**config.mk**
```make
export PLATFORM = sky130hd
export DESIGN_NAME = cst_ctrl
export DESIGN_NICKNAME = d
export VERILOG_FILES = /design/src/rtl/core/cst_pkg.sv /design/src/rtl/core/cst_ctrl.sv
export SDC_FILE = /design/constraint.sdc
export NUM_CORES = 1
export LEC_CHECK = 0
export BUFFER_PORTS_ARGS = -buffer_cell sky130_fd_sc_hd__buf_4
export CORE_AREA = 2 2 39 41
export CTS_CLUSTER_DIAMETER = 30
export DETAILED_ROUTE_END_ITERATION = 10
export DIE_AREA = 0 0 41 43
export GPL_TIMING_DRIVEN = 0
export SYNTH_ARGS = -nofsm -noshare
export SYNTH_HDL_FRONTEND = slang
export SYNTH_SLANG_ARGS = --single-unit
```
**constraint.sdc**
```tcl
create_clock -name clk -period 1.4 [get_ports clk]
set_clock_uncertainty 0.15 [all_clocks]
set_input_delay 0.21 -clock clk [delete_from_list [all_inputs] [get_ports clk]]
set_output_delay 0.21 -clock clk [all_outputs]
set_load 0.03 [all_outputs]
```
**src/rtl/core/cst_pkg.sv**
```systemverilog
package cst_pkg;

  // Default sizes
  localparam int KW_ENTRIES_DEF = 16;
  localparam int KW_LEN_DEF     = 32;
  localparam int WORD_LEN_DEF   = 32;

  // Input opcodes
  localparam logic [1:0] OP_TEXT = 2'd0;
  localparam logic [1:0] OP_END  = 2'd1;
  localparam logic [1:0] OP_LOAD = 2'd2;

  // Result kinds
  localparam logic [1:0] KIND_TOKEN = 2'd0;
  localparam logic [1:0] KIND_STR   = 2'd1;
  localparam logic [1:0] KIND_IDENT = 2'd2;

  localparam logic [9:0]  TOK_END = 10'd0;
  localparam logic [30:0] VAL_MAX = 31'h7FFF_FFFF;

  // Configuration register indexes
  localparam logic [1:0] CFG_STR_CODE   = 2'd0;
  localparam logic [1:0] CFG_NUM_CODE   = 2'd1;
  localparam logic [1:0] CFG_IDENT_CODE = 2'd2;
  localparam logic [1:0] CFG_KW_COUNT   = 2'd3;

  // Characters with a meaning of their own
  localparam logic [7:0] CH_QUOTE = 8'h22;
  localparam logic [7:0] CH_ZERO  = 8'h30;
  localparam logic [7:0] CH_NINE  = 8'h39;
  localparam logic [7:0] CH_LOW_X = 8'h78;
  localparam logic [7:0] CH_UP_X  = 8'h58;
  localparam logic [7:0] SPECIALS [10] = '{8'h2C, 8'h7B, 8'h7D, 8'h7C, 8'h3A,
                                           8'h28, 8'h29, 8'h40, 8'h23, 8'h3B};

  typedef enum logic [2:0] {
    M_IDLE, M_STRING, M_ZERO, M_DEC, M_HEX, M_WORD
  } scan_mode_t;

  typedef enum logic [2:0] {
    ST_IDLE, ST_EVAL, ST_REP, ST_FIN, ST_TAIL
  } ctrl_state_t;

  typedef enum logic [1:0] {
    SRC_REP, SRC_FIN, SRC_TAIL
  } out_src_t;

  typedef struct packed {
    logic [1:0] opcode;
    logic [7:0] char_byte;
    logic [3:0] entry_index;
    logic [4:0] entry_pos;
    logic [9:0] entry_token;
  } in_item_t;

  typedef struct packed {
    logic [1:0]  result_kind;
    logic [9:0]  token_code;
    logic [30:0] token_value;
    logic [7:0]  text_char;
    logic        too_long;
    logic        last;
  } out_item_t;

  typedef struct packed {
    logic     accept;
    logic     eval;
    logic     emit;
    out_src_t src;
    logic     last;
  } ctrl_cmd_t;

  typedef struct packed {
    logic slot_free;
    logic fresh;
    logic rep_left;
    logic has_fin;
    logic has_tail;
  } dp_status_t;

  function automatic logic is_ws(logic [7:0] c);
    return (c == 8'h20) || ((c >= 8'h09) && (c <= 8'h0D));
  endfunction

  function automatic logic is_digit(logic [7:0] c);
    return (c >= CH_ZERO) && (c <= CH_NINE);
  endfunction

  function automatic logic is_special(logic [7:0] c);
    logic hit;
    hit = 1'b0;
    for (int i = 0; i < 10; i++) begin
      if (SPECIALS[i] == c) hit = 1'b1;
    end
    return hit;
  endfunction

  // {valid, value}
  function automatic logic [4:0] hex_digit(logic [7:0] c);
    logic [4:0] r;
    r = 5'd0;
    if (is_digit(c)) r = {1'b1, 4'(c - CH_ZERO)};
    else if ((c >= 8'h61) && (c <= 8'h66)) r = {1'b1, 4'(c - 8'h57)};
    else if ((c >= 8'h41) && (c <= 8'h46)) r = {1'b1, 4'(c - 8'h37)};
    return r;
  endfunction

endpackage

```
**src/rtl/core/cst_ctrl.sv**
```systemverilog
module cst_ctrl (
  input  logic                 clk,
  input  logic                 rst,
  input  logic                 in_valid,
  output logic                 in_ready,
  input  cst_pkg::dp_status_t  status,
  output cst_pkg::ctrl_cmd_t   cmd
);
  import cst_pkg::*;

  ctrl_state_t state, state_next;

  always_ff @(posedge clk) begin
    if (rst) begin
      state <= ST_IDLE;
    end else begin
      state <= state_next;
    end
  end

  // Sequencing: evaluate, replay identifier bytes, finished token, trailing token
  always_comb begin
    state_next = state;
    cmd        = '{accept: 1'b0, eval: 1'b0, emit: 1'b0, src: SRC_TAIL, last: 1'b0};
    in_ready   = 1'b0;
    unique case (state)
      ST_IDLE: begin
        in_ready = 1'b1;
        if (in_valid) begin
          cmd.accept = 1'b1;
          state_next = ST_EVAL;
        end
      end
      ST_EVAL: begin
        cmd.eval   = 1'b1;
        state_next = ST_REP;
      end
      ST_REP: begin
        cmd.src = SRC_REP;
        if (!status.rep_left) begin
          state_next = ST_FIN;
        end else if (status.fresh && status.slot_free) begin
          cmd.emit = 1'b1;
        end
      end
      ST_FIN: begin
        cmd.src  = SRC_FIN;
        cmd.last = !status.has_tail;
        if (!status.has_fin) begin
          state_next = ST_TAIL;
        end else if (status.slot_free) begin
          cmd.emit   = 1'b1;
          state_next = ST_TAIL;
        end
      end
      ST_TAIL: begin
        cmd.src  = SRC_TAIL;
        cmd.last = 1'b1;
        if (!status.has_tail) begin
          state_next = ST_IDLE;
        end else if (status.slot_free) begin
          cmd.emit   = 1'b1;
          state_next = ST_IDLE;
        end
      end
      default: state_next = ST_IDLE;
    endcase
  end

  a_emit_free: assert property (@(posedge clk) disable iff (rst)
    cmd.emit |-> status.slot_free) else $error("emit into an occupied output register");

  a_accept_eval: assert property (@(posedge clk) disable iff (rst)
    cmd.accept |=> cmd.eval) else $error("accepted transaction not evaluated");

  a_rep_fresh: assert property (@(posedge clk) disable iff (rst)
    (cmd.emit && (cmd.src == SRC_REP)) |-> (status.fresh && !cmd.last))
    else $error("identifier byte sent from stale buffer read");

endmodule
```
==> results.cfg, run 1 <==
[floorplanning]
row_count = 14
die_h_um = 43
core_um2 = 1380
initial_utilization_pct = 16.3
dieArea_um2 = 1760
die_w_um = 41
io_pins = 15

[route]
wl_per_cell_um = 9.01
viasPerCell = 4.10
drt-total-wl_um = 613
ant_nets = 0
drt_iter0_markers = 1
vias = 279
drcViolationCount = 0
drtPass1Iterations = 2

[cells_and_area]
top_register = state
drive_above_1_share_pct = 63.5
antenna_cells = 0
area_growth_pct = 109
largestRegisters = state: 3 flops
largest_reg_flops = 3
fin_nets = 61
fillers = 150
design_area_um2 = 470
instances_no_fill = 68

[setup_path]
critPathMaxFanout = 6
arrival_ns = 1.33
critPathCaptureType = primary output
start_kind = flop
path_class = reg2out
required_ns = 1.04
rr_worst_depth = 4

[cts]
cts_made_buffers = 3
clk_pin_slew_ns = 0.03
cts_buffer_depth = 2
clock_latency_ns = 0.23
cts_tree = done
clock_sinks = 3
cts_max_level = 1
root_buffer = clkbuf_4

[timing]
worst_pin_slew_ns = 0.225
period_needed_ns = 1.69
setup_viol = 6
rsz0062_at_grt = yes
worst_slack_ns = -0.289
hold_viol_final = 0
slew_violations = 0
finalSetupTns_ns = -0.749
fmax_mhz = 592
period_share_pct = 121
relSlewSlack_pct = 84.9

[place]
dpl_worst_slack_ns = -0.262
dp.cells = 60
place_congestion = 0.776
dp_hpwl_um = 434
placed_cell_area_um2 = 383
portBuffers = 14

[power]
leakagePower_uw = 0.000211
p_per_area_nw_per_um2 = 851
ir_drop_v = 0.000225

[synth]
synth_area_um2 = 225
yosys.area.top_type_share_pct = 26.7
synth_nets = 38
synth_area_leader_cell = dfxtp_1
synth.top_cells.by_area = dfxtp_1 (27%), nor2b_1 (8.3%), nand2b_1 (5.6%), buf_6 (5.0%), nand2_1 (5.0%)
synth.avg_cell_area_um2 = 7.51
synth_seq_area_share_pct = 26.7
yosysUniqueCellTypes = 19
synthCells = 30
ys_ff_latch = 3
ys_warn_count = 0

[worst_hold_path]
hp-class = in2reg
min_path_cells = 3

[global_route]
grt_pass1_wl_um = 1140
overflow = 0
grtUsageTotal_pct = 9.32
grt_pass1_vias = 309
antenna_found_initial = 0
grt_max_degree = 9

[flow_run]
cap_violations = 0

[outcome]
status = finished with violations
violations = setup timing
[what timing repair did]
item,CTS,global route
hold endpoints to repair,2,0
resized for setup,8,5
hold buffers,1,0
buffers inserted,2,3
pin swaps,2,1
endpoints found under the setup margin,5,6
cloned,0,0
[through the flow]
step                      utilization, %  total power [µW]  hold slack (ns)
after floorplan                        -               183            0.129
after global placement              27.7               232            0.242
after detailed placement            27.7               233            0.242
after CTS                           32.1               394            0.118
after global routing                34.0               431            0.125
final                               34.0               400            0.117
[Yosys cell counts (all sizes together)]
master / instances
a21oi: 2
a22o: 1
a32o: 1
and2: 1
and3b: 1
buf: 2
dfxtp: 3
inv: 1
nand2: 3
nand2b: 2
nand4b: 1
nor2: 3
nor2b: 3
nor3: 2
nor3b: 1
nor4: 1
o21a: 1
o21ai: 1
[area by class of cell]
cell class / count / area, µm² / share of cell area, %
Timing Repair Buffer: 20 / 171 / 36.4
Sequential cell: 3 / 71.3 / 15.2
Tap cell: 16 / 20.0 / 4.26
Clock buffer: 4 / 26.3 / 5.59
Inverter: 1 / 3.75 / 0.798
Multi-Input combinational cell: 24 / 178 / 37.8
[path summary, 6_finish.rpt]
path / startpoint / endpoint / slack, ns
min: status[4] / state[2] / 0.12
max reg2reg: state[2] / state[2] / 0.29
max: state[0] / cmd[3] / -0.29
min reg2reg: state[2] / state[0] / 0.39
[worst max-delay path, stage by stage, from the launching register on]
cell and delay, ns:
dfxtp_4 0.35, and3b_2 0.21, a32o_2 0.22, o21a_4 0.19, buf_6 0.13
[layout by cell type, fill, tap and decap left out]
| master | count |
|---|---|
| clkbuf_1 | 1 |
| dfxtp_4 | 3 |
| and2_1 | 1 |
| nor3_4 | 1 |
| nor2b_1 | 3 |
| nor4_1 | 1 |
| a22o_2 | 1 |
| inv_1 | 1 |
| o21ai_0 | 1 |
| nand2b_1 | 1 |
| and3b_2 | 1 |
| dlygate4sd3_1 | 1 |
| nor3b_2 | 1 |
| nor2_1 | 3 |
| buf_6 | 5 |
| o21a_4 | 1 |
| a32o_2 | 1 |
| nand4b_1 | 1 |
| nand2b_2 | 1 |
| clkbuf_4 | 3 |
| a21oi_1 | 2 |
| buf_4 | 14 |
| nor3_2 | 1 |
| nand2_1 | 3 |
[report_power, final]
| group | leakage [µW] | switching, µW | internal (µW) |
|---|---|---|---|
| registers | 0.0000267 | 10.1 | 91.3 |
| logic | 0.000169 | 73.4 | 77.0 |
| clock network | 0.0000150 | 42.0 | 107 |
[logic make-up after synthesis]
group	after synthesis	share of synthesized area (%)
AO/OA/AOI/OAI	6	18.3
buffers and inverters	3	10.0
flip-flops	3	26.7
AND/OR/NAND/NOR	18	45.0
[metal layers]
metal / GRT usage (%) / wire, µm
met1: 10.9 / 221
met2: 14.7 / 375
met3: 0 / 16
met4: 8.00 / 0
met5: 0 / 0
(Power assumes the default switching activity.)
==> inputs of run 2 (changes only) <==
==> constraint.sdc (replaced) <==
create_clock -name clk -period 1.4 [get_ports clk]
set_clock_uncertainty 0.15 [all_clocks]
set_input_delay 0.14 -clock clk [delete_from_list [all_inputs] [get_ports clk]]
set_output_delay 0.14 -clock clk [all_outputs]
set_load 0.03 [all_outputs]
==> run 2 against run 1 <==
  * The flow still finishes with violations (setup timing)
  * Sequential power barely moved
  * Design area rose by 0.27%
  * Register-to-register slack about the same
  * Routed wire length is 6.0% higher
  * Maximum frequency increased by 4.0%
  * Via count is 2.2% higher
  * Utilization up 0.090 points
  * Clock-buffer cell count did not move
  * Critical endpoint unchanged
==> results.cfg, run 2 (same netlist as run 1, synthesis figures left out) <==
[cells_and_area]
final_common_cell = buf_4
fin_nets = 61
antenna_cells = 0
fillers = 151
top_register = state
design_area_um2 = 472
largestRegisters = state: 3 flops
drive_above_1_share_pct = 59.6
layout_common_cells = buf_4 (13), buf_6 (6)
largest_reg_flops = 3
area_growth_pct = 109

[global_route]
grt_max_degree = 9
antenna_found_initial = 0
grtUsageTotal_pct = 9.33
overflow = 0
grt_pass1_wl_um = 1140
grt_pass1_vias = 307

[power]
p_seq_share_pct = 25.6
p_per_area_nw_per_um2 = 851
p_comb_share_pct = 37.5
swShare_pct = 31.6
clkPwrFrac_pct = 36.9
p_int_uw = 274
ir_drop_v = 0.000211
p_sw_uw = 127
leakagePower_uw = 0.000205

[timing]
slew_violations = 0
worst_slack_ns = -0.223
setup_viol = 3
period_needed_ns = 1.62
timing.hold.ws_ns = 0.0521
worst_pin_slew_ns = 0.254
relSlewSlack_pct = 83.0
fmax_mhz = 616
finalSetupTns_ns = -0.473
period_share_pct = 116
rsz0062_at_grt = yes
hold_viol_final = 0

[cts]
cts_tree = done
clock_latency_ns = 0.23
cts_buffer_depth = 2
root_buffer = clkbuf_4
clock_sinks = 3
clk_pin_slew_ns = 0.03
cts_made_buffers = 3
cts_max_level = 1

[setup_path]
arrival_ns = 1.33
crit_path_cell_trace = and3b_2 -> a32o_1 -> o21a_4 -> buf_6
critPathCaptureType = primary output
cpMaxStageDelayCell = dfxtp_4
critPathMaxFanout = 7
path_buf_inv = 1
worstSetupStartpoint = state[1]
path_delay_family = compound AO/OA/AOI/OAI gates
slowest_delay_ns = 0.35
rr_endpoint = state[2]
r2r_start = state[2]
r2r_slack_ns = 0.29
required_ns = 1.11
start_kind = flop
rr_worst_depth = 4
path_class = reg2out

[route]
wl_per_cell_um = 9.56
drt-total-wl_um = 650
drcViolationCount = 0
drtPass1Iterations = 3
viasPerCell = 4.19
drt_iter0_markers = 1
vias = 285
ant_nets = 0

[worst_hold_path]
min_path_cells = 3
hp-class = in2reg
holdCritStartpoint = status[4]
hold_path_end = state[2]

[floorplanning]
die_w_um = 41
die_h_um = 43
io_pins = 15
row_count = 14
initial_utilization_pct = 16.3
dieArea_um2 = 1760
core_um2 = 1380

[outcome]
violations = setup timing
status = finished with violations

[place]
portBuffers = 14
dp_hpwl_um = 446
place_congestion = 0.776
placed_cell_area_um2 = 380

[flow_run]
cap_violations = 0
[run 2: worst max path at each step]
stage,cells past startpoint,end
finish,4,cmd[3]
global route,4,cmd[3]
CTS,5,cmd[3]
detailed placement,6,cmd[3]
global placement,6,cmd[3]
floorplan,5,cmd[3]
[run 2: area by class of cell]
type | instances | area [µm²] | share of cell area (%)
well taps | 16 | 20.0 | 4.24
multi-input cells | 24 | 175 | 37.1
clock buffers | 4 | 26.3 | 5.57
flip-flops and latches | 3 | 71.3 | 15.1
inverters | 1 | 3.75 | 0.796
repair buffers | 20 | 175 | 37.1
[run 2: power by group through the flow]
stage / clock (µW) / sequential [µW] / combinational [µW]
2_1_floorplan: 0 / 105 / 77.0
3_3_place_gp: 0 / 108 / 124
3_5_place_dp: 0 / 108 / 125
4_1_cts: 154 / 108 / 134
5_1_grt: 165 / 104 / 162
6_report: 148 / 103 / 151
[run 2: routing by layer]
metal | wire length (µm) | global-route usage, % | share of wire [%]
met1 | 253 | 10.9 | 39
met4 | 0 | 9.33 | 0
met2 | 381 | 13.8 | 59
met3 | 16 | 0.524 | 2.5
met5 | 0 | 0 | 0
[run 2: timing repair]
action	in CTS	in global routing
setup endpoints to repair	4	6
hold endpoints to repair	3	0
buffers inserted	4	2
hold buffers	1	0
gates resized for setup	8	6
pin swaps	4	3
[run 2: metrics by stage]
stage          std cells  power (µW)  util (%)  setup slack, ns
6_report              68         401      34.1           -0.223
2_1_floorplan         30         182         -          -0.0699
3_3_place_gp          60         231      27.5           -0.185
5_1_grt               68         432      34.1           -0.258
4_1_cts               67         396      32.4           -0.280
3_5_place_dp          60         232      27.5           -0.190
[run 2: worst min-delay path: stages]
cell      delay (ns)
buf_4           0.09
nand4b_1        0.10
a21oi_1         0.06
